<file path="config.mk">
export PLATFORM = sky130hd
export DESIGN_NAME = hid_report_to_set1_scancodes
export DESIGN_NICKNAME = d
export VERILOG_FILES = /design/src/sv/h2s_pkg.sv /design/src/sv/h2s_xlate.sv /design/src/sv/hid_report_to_set1_scancodes.sv
export SDC_FILE = /design/constraint.sdc
export NUM_CORES = 1
export LEC_CHECK = 0
export ABC_CLOCK_PERIOD_IN_PS = 12100
export BUFFER_PORTS_ARGS = -buffer_cell sky130_fd_sc_hd__buf_4
export CORE_MARGIN = 10
export CORE_UTILIZATION = 54
export CTS_CLUSTER_DIAMETER = 150
export CTS_CLUSTER_SIZE = 40
export DETAILED_ROUTE_END_ITERATION = 16
export GPL_ROUTABILITY_DRIVEN = 0
export GPL_TIMING_DRIVEN = 0
export PLACE_DENSITY_LB_ADDON = 0.2
export SLEW_MARGIN = 25
export SYNTH_ARGS = -nofsm -noshare
export SYNTH_HDL_FRONTEND = slang
export SYNTH_SLANG_ARGS = --single-unit
</file>
<file path="constraint.sdc">
create_clock -name clk_i -period 12.1 [get_ports clk_i]
set_clock_uncertainty 0.15 [all_clocks]
set_input_delay 0.605 -clock clk_i [delete_from_list [all_inputs] [get_ports clk_i]]
set_output_delay 0.605 -clock clk_i [all_outputs]
set_load 0.005 [all_outputs]
</file>
<file path="src/sv/h2s_pkg.sv">
// shared types, constants and lookup functions for the hid report to set-1 converter
package h2s_pkg;

  localparam int unsigned ModCount = 6;
  localparam int unsigned RomSize  = 88;

  localparam logic [7:0] PrefixExt = 8'hE0;
  localparam logic [7:0] BreakBit  = 8'h80;

  localparam logic [2:0] LastMod = 3'(ModCount - 1);

  typedef enum logic [2:0] {
    StIdle,
    StMods,
    StPress,
    StRelease,
    StFlush
  } h2s_state_e;

  // request to the translate unit
  typedef struct packed {
    logic       is_mod;
    logic       mod_edge;
    logic       brk;
    logic [2:0] mod_idx;
  } h2s_req_t;

  // answer from the translate unit
  typedef struct packed {
    logic       hit;
    logic       pfx;
    logic [7:0] code;
  } h2s_rsp_t;

  localparam logic [7:0] CodeRom [0:RomSize-1] = '{
    8'h00, 8'h00, 8'h00, 8'h00, 8'h1E, 8'h30, 8'h2E, 8'h20,
    8'h12, 8'h21, 8'h22, 8'h23, 8'h17, 8'h24, 8'h25, 8'h26,
    8'h32, 8'h31, 8'h18, 8'h19, 8'h10, 8'h13, 8'h1F, 8'h14,
    8'h16, 8'h2F, 8'h11, 8'h2D, 8'h15, 8'h2C, 8'h02, 8'h03,
    8'h04, 8'h05, 8'h06, 8'h07, 8'h08, 8'h09, 8'h0A, 8'h0B,
    8'h1C, 8'h01, 8'h0E, 8'h0F, 8'h39, 8'h0C, 8'h0D, 8'h1A,
    8'h1B, 8'h2B, 8'h2B, 8'h27, 8'h28, 8'h29, 8'h33, 8'h34,
    8'h35, 8'h3A, 8'h3B, 8'h3C, 8'h3D, 8'h3E, 8'h3F, 8'h40,
    8'h41, 8'h42, 8'h43, 8'h44, 8'h57, 8'h58, 8'h00, 8'h46,
    8'h00, 8'h52, 8'h47, 8'h49, 8'h53, 8'h4F, 8'h51, 8'h4D,
    8'h4B, 8'h50, 8'h48, 8'h45, 8'h00, 8'h00, 8'h00, 8'h00
  };

  function automatic logic [7:0] rom_code(input logic [7:0] key);
    logic [7:0] res;
    res = 8'h00;
    if (key < 8'(RomSize)) begin
      res = CodeRom[key[6:0]];
    end
    return res;
  endfunction

  function automatic logic key_ext(input logic [7:0] key);
    return (key == 8'h4A) || ((key >= 8'h4D) && (key <= 8'h52));
  endfunction

  // bit position of each modifier in scan order
  function automatic logic [2:0] mod_pos(input logic [2:0] idx);
    logic [2:0] res;
    unique case (idx)
      3'd0:    res = 3'd0;
      3'd1:    res = 3'd1;
      3'd2:    res = 3'd2;
      3'd3:    res = 3'd4;
      3'd4:    res = 3'd5;
      3'd5:    res = 3'd6;
      default: res = 3'd0;
    endcase
    return res;
  endfunction

  function automatic logic [7:0] mod_make(input logic [2:0] idx);
    logic [7:0] res;
    unique case (idx)
      3'd0:    res = 8'h1D;
      3'd1:    res = 8'h2A;
      3'd2:    res = 8'h38;
      3'd3:    res = 8'h1D;
      3'd4:    res = 8'h36;
      3'd5:    res = 8'h38;
      default: res = 8'h00;
    endcase
    return res;
  endfunction

  // right ctrl and right alt only
  function automatic logic mod_ext(input logic [2:0] idx);
    return (idx == 3'd3) || (idx == 3'd5);
  endfunction

endpackage

</file>
<file path="src/sv/h2s_xlate.sv">
// shared translate unit: membership compare, code rom lookup and prefix decision
module h2s_xlate import h2s_pkg::*; #(
  parameter int unsigned KEY_SLOTS = 6
) (
  input  h2s_req_t   req_i,
  input  logic [7:0] key_i,
  input  logic [7:0] set_i [KEY_SLOTS],
  output h2s_rsp_t   rsp_o
);

  logic       member;
  logic [7:0] code;

  always_comb begin
    member = 1'b0;
    for (int j = 0; j < int'(KEY_SLOTS); j++) begin
      if (set_i[j] == key_i) begin
        member = 1'b1;
      end
    end
  end

  assign code = rom_code(key_i);

  always_comb begin
    if (req_i.is_mod) begin
      rsp_o.hit  = req_i.mod_edge;
      rsp_o.pfx  = mod_ext(req_i.mod_idx);
      rsp_o.code = mod_make(req_i.mod_idx) | (req_i.brk ? BreakBit : 8'h00);
    end else begin
      rsp_o.hit  = (key_i != 8'h00) && !member && (code != 8'h00);
      rsp_o.pfx  = key_ext(key_i);
      rsp_o.code = code | (req_i.brk ? BreakBit : 8'h00);
    end
  end

endmodule

</file>
<file path="src/sv/hid_report_to_set1_scancodes.sv">
// top level: boot-keyboard report to set-1 scancode byte stream converter
//
// input channel s_axis: one boot-keyboard report per item. tuser flags a full
// report; an item with tuser low is taken and dropped without touching the
// stored report. output channel m_axis: one scancode byte per item, tlast
// marks the final byte caused by a report. a report equal to the stored one
// gives no bytes at all.
//
// a report is walked by a small sequencer over six modifier steps, then
// KEY_SLOTS press steps, then KEY_SLOTS release steps; each step uses the one
// shared translate unit. a step that sends an e0 prefix stays on for its code
// byte. s_axis_tready_o is high only in the idle state. bytes pass through a
// one-deep hold register so the last one can be marked, then an output
// register.
//
// reset clears the stored modifiers and keys to zero and empties the output.
// when the receiver stalls, the sequencer stops on the step that has a byte
// to place and resumes when the output register frees up; nothing is lost.
module hid_report_to_set1_scancodes import h2s_pkg::*; #(
  parameter int unsigned KEY_SLOTS = 6
) (
  input  logic        clk_i,
  input  logic        rst_ni,
  input  logic        s_axis_tvalid_i,
  output logic        s_axis_tready_o,
  // modifier_bits [7:0], key_slot_0 [15:8] .. key_slot_5 [55:48]
  input  logic [55:0] s_axis_tdata_i,
  // report_complete [0]
  input  logic        s_axis_tuser_i,
  output logic        m_axis_tvalid_o,
  input  logic        m_axis_tready_i,
  // scancode [7:0]
  output logic [7:0]  m_axis_tdata_o,
  // last_of_run
  output logic        m_axis_tlast_o
);

  localparam int unsigned SlotW    = (KEY_SLOTS > 1) ? $clog2(KEY_SLOTS) : 1;
  localparam logic [2:0]  LastSlot = 3'(KEY_SLOTS - 1);

  h2s_state_e state_q, state_d;

  logic [2:0] idx_q, idx_d;
  logic       pfx_done_q, pfx_done_d;

  // stored report and the report being worked on
  logic [7:0] prev_mods_q;
  logic [7:0] prev_keys_q [KEY_SLOTS];
  logic [7:0] cur_mods_q;
  logic [7:0] cur_keys_q  [KEY_SLOTS];

  // hold register and output register
  logic       pend_vld_q, pend_vld_d;
  logic [7:0] pend_data_q, pend_data_d;
  logic       out_vld_q, out_vld_d;
  logic [7:0] out_data_q, out_data_d;
  logic       out_last_q, out_last_d;

  logic       accept;
  logic       take;
  logic       scanning;
  logic       out_free;
  logic       byte_vld;
  logic [7:0] byte_val;
  logic       advance;
  logic       step_next;
  logic       last_step;
  logic       commit;

  logic [SlotW-1:0] slot;
  logic [2:0]       mpos;
  h2s_req_t         req;
  h2s_rsp_t         rsp;
  logic [7:0]       key;
  logic [7:0]       set  [KEY_SLOTS];

  assign s_axis_tready_o = (state_q == StIdle);
  assign accept          = s_axis_tvalid_i && s_axis_tready_o;
  assign take            = accept && s_axis_tuser_i;
  assign scanning        = (state_q == StMods) || (state_q == StPress) ||
                           (state_q == StRelease);
  assign out_free        = !out_vld_q || m_axis_tready_i;
  assign slot            = idx_q[SlotW-1:0];
  assign mpos            = mod_pos(idx_q);

  // step request to the shared unit
  always_comb begin
    req.is_mod   = (state_q == StMods);
    req.mod_idx  = idx_q;
    req.mod_edge = cur_mods_q[mpos] != prev_mods_q[mpos];
    req.brk      = (state_q == StMods) ? !cur_mods_q[mpos] : (state_q == StRelease);
    if (state_q == StRelease) begin
      key = prev_keys_q[slot];
      set = cur_keys_q;
    end else begin
      key = cur_keys_q[slot];
      set = prev_keys_q;
    end
  end

  h2s_xlate #(
    .KEY_SLOTS(KEY_SLOTS)
  ) u_xlate (
    .req_i(req),
    .key_i(key),
    .set_i(set),
    .rsp_o(rsp)
  );

  assign byte_vld  = scanning && rsp.hit;
  assign byte_val  = (rsp.pfx && !pfx_done_q) ? PrefixExt : rsp.code;
  // a byte can be placed when the hold register is empty or can move out
  assign advance   = !byte_vld || !pend_vld_q || out_free;
  // the step is finished unless it just sent its prefix
  assign step_next = scanning && advance && !(byte_vld && rsp.pfx && !pfx_done_q);
  assign last_step = (state_q == StMods) ? (idx_q == LastMod) : (idx_q == LastSlot);
  assign commit    = (state_q == StRelease) && step_next && last_step;

  // next state
  always_comb begin
    state_d = state_q;
    unique case (state_q)
      StIdle: begin
        if (take) begin
          state_d = StMods;
        end
      end
      StMods: begin
        if (step_next && last_step) begin
          state_d = StPress;
        end
      end
      StPress: begin
        if (step_next && last_step) begin
          state_d = StRelease;
        end
      end
      StRelease: begin
        if (step_next && last_step) begin
          state_d = StFlush;
        end
      end
      StFlush: begin
        if (!pend_vld_q || out_free) begin
          state_d = StIdle;
        end
      end
      default: state_d = StIdle;
    endcase
  end

  // sequencer counters and byte path
  always_comb begin
    idx_d       = idx_q;
    pfx_done_d  = pfx_done_q;
    pend_vld_d  = pend_vld_q;
    pend_data_d = pend_data_q;
    out_vld_d   = out_vld_q && !m_axis_tready_i;
    out_data_d  = out_data_q;
    out_last_d  = out_last_q;

    if (take) begin
      idx_d      = 3'd0;
      pfx_done_d = 1'b0;
    end

    if (scanning && advance) begin
      if (byte_vld) begin
        if (pend_vld_q) begin
          out_vld_d  = 1'b1;
          out_data_d = pend_data_q;
          out_last_d = 1'b0;
        end
        pend_vld_d  = 1'b1;
        pend_data_d = byte_val;
        pfx_done_d  = !step_next;
      end
      if (step_next) begin
        idx_d = last_step ? 3'd0 : idx_q + 3'd1;
      end
    end

    // last byte of the run goes out marked
    if ((state_q == StFlush) && pend_vld_q && out_free) begin
      out_vld_d  = 1'b1;
      out_data_d = pend_data_q;
      out_last_d = 1'b1;
      pend_vld_d = 1'b0;
    end
  end

  always_ff @(posedge clk_i or negedge rst_ni) begin
    if (!rst_ni) begin
      state_q    <= StIdle;
      idx_q      <= 3'd0;
      pfx_done_q <= 1'b0;
      pend_vld_q <= 1'b0;
      out_vld_q  <= 1'b0;
      prev_mods_q <= 8'h00;
      for (int i = 0; i < int'(KEY_SLOTS); i++) begin
        prev_keys_q[i] <= 8'h00;
      end
    end else begin
      state_q    <= state_d;
      idx_q      <= idx_d;
      pfx_done_q <= pfx_done_d;
      pend_vld_q <= pend_vld_d;
      out_vld_q  <= out_vld_d;
      if (commit) begin
        prev_mods_q <= cur_mods_q;
        prev_keys_q <= cur_keys_q;
      end
    end
  end

  always_ff @(posedge clk_i) begin
    pend_data_q <= pend_data_d;
    out_data_q  <= out_data_d;
    out_last_q  <= out_last_d;
    if (take) begin
      cur_mods_q <= s_axis_tdata_i[7:0];
      for (int i = 0; i < int'(KEY_SLOTS); i++) begin
        cur_keys_q[i] <= s_axis_tdata_i[8*i+8 +: 8];
      end
    end
  end

  assign m_axis_tvalid_o = out_vld_q;
  assign m_axis_tdata_o  = out_data_q;
  assign m_axis_tlast_o  = out_last_q;

endmodule

</file>
==> results by stage <==
Clocking:
- The number of clock buffers added by TritonCTS is 17.
- The post-cts gate resize count is 0.
- The root buffer cell is sky130_fd_sc_hd__clkbuf_16.
- The hold-fix buffer count after cts is 0.
- The clock sink count is 137.
- At the later pin of the worst-skew pair, clock insertion delay measures 440 ps.
- In this run the deepest clock path goes through 2 buffers.
- The number of post-CTS setup repair buffers is 0.
- The clock tree from TritonCTS is yes.
- After clock tree synthesis, the clock-pin slew on the worst setup and hold paths is 60 ps.
- CTS built an H-tree with a depth of 4.

Setup path:
- The data arrival at the endpoint of the critical path is around 5500 ps.
- The startpoint of the most critical register-to-register path is idx_q[1]$_DFF_PN0_.
- The minimum setup slack among reg-to-reg paths is roughly 6600 ps.
- On the critical path, the stage with the largest delay is an instance of sky130_fd_sc_hd__nor3_2.
- STA puts the critical path data required time at 12070 ps.
- STA classifies the critical path endpoint as a flip-flop.
- Among the stages of the critical path, the cell type that occurs most often is sky130_fd_sc_hd__nand2_1.
- The number of cells traversed by the worst register-to-register path is 19.
- The critical setup path kind is reg2reg.
- The largest fanout on the critical path is 16.
- The worst setup path is launched from a flip-flop.
- The terminus of the critical flop-to-flop path is m_axis_tdata_o[1]$_DFFE_PP_.
- The signal on the critical path passes through buf_6, buf_12, buf_6, buf_4, nand3b_1, o21ai_0, a221o_1, nand2_1, buf_4, ha_1, clkinv_1, nor2_1, nor4_1, a41o_1, o32a_1, and4_4, nor3_2, nand2_1, nand2_1.
- On the worst path, the slowest cell contributes a delay of about 670 ps.

Die:
- The region available for standard cell placement spans 15300 sq um.
- The area of the die is 21000 sq um.
- The floorplan has 45 rows.
- The die is 145 um tall.
- The count of pins on the block boundary is 72.
- For this configuration, the core starts out at a cell density of 55.4%.
- The die extent in x is 145 um.

STA:
- The number of hold violations in the final report is 0.
- For the pin with the worst max-slew slack, the measured transition is 955 ps.
- The number of max-slew violations in the final report is 0.
- The worst-case headroom to the max-slew limit is 36.3%.
- Setup violations remaining at the end of the flow were counted as 0.
- The final critical path takes up 45.3% of the cycle.
- Setup total negative slack on the finished layout was measured at 0 ps.
- The final critical-path required period is 5490 ps.
- The highest achievable clock rate is 182 MHz.
- Setup repair after global routing left no endpoint under its margin.

Route:
- The number of routed nets with antenna violations is 0.
- The routed wire length is 22400 um.
- Dividing the detail-routed via count by the number of cells gives 6.31.
- For this block, the initial DRC count from the detailed router was 1057.
- For this run, the detailed router's first-pass iteration total came to 7.
- The number of design rule violations left after detail routing is 0.
- The via count is 6483.
- The routed wirelength normalized by instance count is approximately 22 um.

Synthesis:
- Of all cell types, the one taking the most synthesized area is sky130_fd_sc_hd__edfxtp_1.
- The total nets after synthesis is roughly 800.
- The most used flip-flop cell after synthesis is sky130_fd_sc_hd__edfxtp_1.
- Yosys attributes the largest share of cell area to sky130_fd_sc_hd__edfxtp_1, sky130_fd_sc_hd__dfrtp_1, sky130_fd_sc_hd__mux2i_1.
- The synthesized design contains 72 enable-type register cells.
- The post-synthesis area per instance is 11.8 sq um.
- The synthesis-stage register bit count is 137.
- The count of distinct cell types in the synthesized netlist is 77.
- The number of instances in the synthesized netlist is 714.
- Sequential cells were found to cover between 40 and 50% of the synthesized design area.
- Of the post-synthesis cell area, the dominant cell type holds 25.6%.
- Yosys printed 0 warnings.
- For this run, asynchronously set or reset flops after synthesis account for between 40% and 50%.
- The cell area after synthesis is 8450 sq um.

Global routing:
- The number of antenna violations at the first check in global routing is 0.
- The via count of the first global-routing pass came to 6747.
- The global-route usage over all layers is 21.2%.
- Summed over all layers, the global routing overflow is 0.
- Entering global routing, the biggest net connects 65 pins.
- The first global-routing pass estimated ~36000 um of wire.

Cells and area:
- The final-stage net count is 880.
- The filler cell count is approximately 1100.
- Cells fill 64.6% of the core in the end.
- Compared with the post-synthesis result, the final layout area differs by 16.7%.
- The number of antenna diodes in the final layout is 0.
- The proportion of layout cells with a drive suffix above 1 is 27.8%.

Place:
- During placement, the flow inserted port buffers numbering 71.
- The detailed-placement wirelength estimate is 16200 um.

Job:
- Max-cap violations in this run came to 0.

Status:
- The flow ran to the end, and the final reports show no timing, DRC or antenna violations.

Min path:
- The class of the tightest hold or removal check is in2async.
-- sequential cells by signal, indices dropped and copies added (netlist names) --
signal / flops
cur_mods_q: 8
m_axis_tdata_o: 8
state_q: 3
cur_keys_q: 48
pend_vld_q: 1
prev_mods_q: 7
m_axis_tlast_o: 1
pfx_done_q: 1
idx_q: 3
pend_data_q: 8
prev_keys_q: 48
m_axis_tvalid_o: 1
-- worst max-delay path by stage --
| stage | start | to | cells after the start | slack, ps |
|---|---|---|---|---|
| 6_report | idx_q[1]$_DFF_PN0_ | m_axis_tdata_o[1]$_DFFE_PP_ | 19 | 6610 |
| 5_1_grt | idx_q[2]$_DFF_PN0_ | m_axis_tdata_o[1]$_DFFE_PP_ | 18 | 6130 |
| 4_1_cts | idx_q[1]$_DFF_PN0_ | m_axis_tdata_o[1]$_DFFE_PP_ | 20 | 6720 |
| 3_5_place_dp | idx_q[1]$_DFF_PN0_ | m_axis_tdata_o[1]$_DFFE_PP_ | 20 | 6730 |
| 3_3_place_gp | idx_q[1]$_DFF_PN0_ | m_axis_tdata_o[1]$_DFFE_PP_ | 19 | 6370 |
| 2_1_floorplan | idx_q[1]$_DFF_PN0_ | m_axis_tdata_o[0]$_DFFE_PP_ | 19 | 7250 |
-- final cells by class --
type / count / area [sq um] / area share (%)
clock buffer: 20 / 447 / 4.53
multi-input combinational: 512 / 4230 / 42.9
timing repair buffer: 71 / 533 / 5.41
sequential: 137 / 3780 / 38.4
tap: 211 / 264 / 2.68
clock inverter: 12 / 163 / 1.65
inverter: 13 / 51.3 / 0.520
buffer: 52 / 389 / 3.95
-- routing by layer --
| metal | part of all wire (%) | vias to the layer above | wire length, um | GRT usage [%] |
|---|---|---|---|---|
| li1 | - | 2875 | - | - |
| met1 | 41 | 3157 | 9240 | 26.6 |
| met2 | 47 | 355 | 10500 | 33.9 |
| met3 | 7.5 | 96 | 1670 | 4.72 |
| met4 | 4.1 | 0 | 927 | 10.0 |
| met5 | 0 | - | 0 | 0 |
-- layout by cell type (no fill, tap or decap), types with 6 or more instances in the layout --
cell type,Yosys,final
sky130_fd_sc_hd__mux2_4,28,28
sky130_fd_sc_hd__xnor2_1,40,40
sky130_fd_sc_hd__buf_2,13,13
sky130_fd_sc_hd__a211oi_1,15,15
sky130_fd_sc_hd__nor4_1,9,9
sky130_fd_sc_hd__mux2_2,31,31
sky130_fd_sc_hd__nand3_1,10,10
sky130_fd_sc_hd__inv_1,10,9
sky130_fd_sc_hd__mux2i_1,76,76
sky130_fd_sc_hd__o21ai_0,46,46
sky130_fd_sc_hd__buf_6,16,16
sky130_fd_sc_hd__a221oi_1,7,7
sky130_fd_sc_hd__dfrtp_1,64,64
sky130_fd_sc_hd__nand3b_1,16,16
sky130_fd_sc_hd__a221o_1,9,9
sky130_fd_sc_hd__a21oi_1,22,22
sky130_fd_sc_hd__xor2_1,19,19
sky130_fd_sc_hd__ha_1,15,15
sky130_fd_sc_hd__o211ai_1,7,7
sky130_fd_sc_hd__edfxtp_1,72,72
sky130_fd_sc_hd__nand2_1,33,33
sky130_fd_sc_hd__clkbuf_16,0,17
sky130_fd_sc_hd__nor3_1,10,9
sky130_fd_sc_hd__nor2_1,23,23
sky130_fd_sc_hd__o2111ai_1,6,6
sky130_fd_sc_hd__buf_4,11,82
sky130_fd_sc_hd__clkbuf_1,10,12
-- worst max-delay path: cells and delay by family (launching register included) --
family                     cells  cell delay (ps)
buffers and inverters          6             1300
AOI/OAI and AO/OA              4             1070
adders and majority gates      1              230
DFF                            1              340
and+or+nand+nor                8             2060
-- metrics by stage --
step,setup slack (ps),std cells,hold WS (ps),area (sq um)
after global routing,6130,1028,182,9860
after global placement,6370,996,253,9240
final,6610,1028,92.6,9860
after detailed placement,6730,996,255,9250
after floorplan,7250,714,159,8450
after CTS,6720,1028,152,9860
-- cell families (layout without fill, tap and decap cells) --
| family | after synthesis | in the layout | synth area share, % |
|---|---|---|---|
| DFF | 137 | 137 | 44.8 |
| muxes | 139 | 139 | 19.2 |
| AOI/OAI and AO/OA | 166 | 166 | 14.1 |
| buffers and inverters | 65 | 168 | 5.19 |
| xor gates and xnor gates | 59 | 59 | 6.12 |
| adders and majority gates | 15 | 15 | 2.22 |
| and+or+nand+nor | 133 | 133 | 8.42 |
-- synthesized netlist by cell type (4+ instances only) --
master                      count
sky130_fd_sc_hd__a211o_1        5
sky130_fd_sc_hd__a211oi_1      15
sky130_fd_sc_hd__a21oi_1       22
sky130_fd_sc_hd__a221o_1        9
sky130_fd_sc_hd__a221oi_1       7
sky130_fd_sc_hd__a31oi_1        5
sky130_fd_sc_hd__and2_1         5
sky130_fd_sc_hd__buf_2         13
sky130_fd_sc_hd__buf_4         11
sky130_fd_sc_hd__buf_6         16
sky130_fd_sc_hd__clkbuf_1      10
sky130_fd_sc_hd__dfrtp_1       64
sky130_fd_sc_hd__edfxtp_1      72
sky130_fd_sc_hd__ha_1          15
sky130_fd_sc_hd__inv_1         10
sky130_fd_sc_hd__mux2_2        31
sky130_fd_sc_hd__mux2_4        28
sky130_fd_sc_hd__mux2i_1       76
sky130_fd_sc_hd__nand2_1       33
sky130_fd_sc_hd__nand2b_1       5
sky130_fd_sc_hd__nand3_1       10
sky130_fd_sc_hd__nand3b_1      16
sky130_fd_sc_hd__nor2_1        23
sky130_fd_sc_hd__nor3_1        10
sky130_fd_sc_hd__nor4_1         9
sky130_fd_sc_hd__o2111ai_1      6
sky130_fd_sc_hd__o211ai_1       7
sky130_fd_sc_hd__o21a_1         4
sky130_fd_sc_hd__o21ai_0       46
sky130_fd_sc_hd__o31ai_1        5
sky130_fd_sc_hd__or2_2          5
sky130_fd_sc_hd__xnor2_1       40
sky130_fd_sc_hd__xor2_1        19
Power is not shown: default switching activity piles up to over one toggle a cycle in this logic, so the estimate is an artifact.
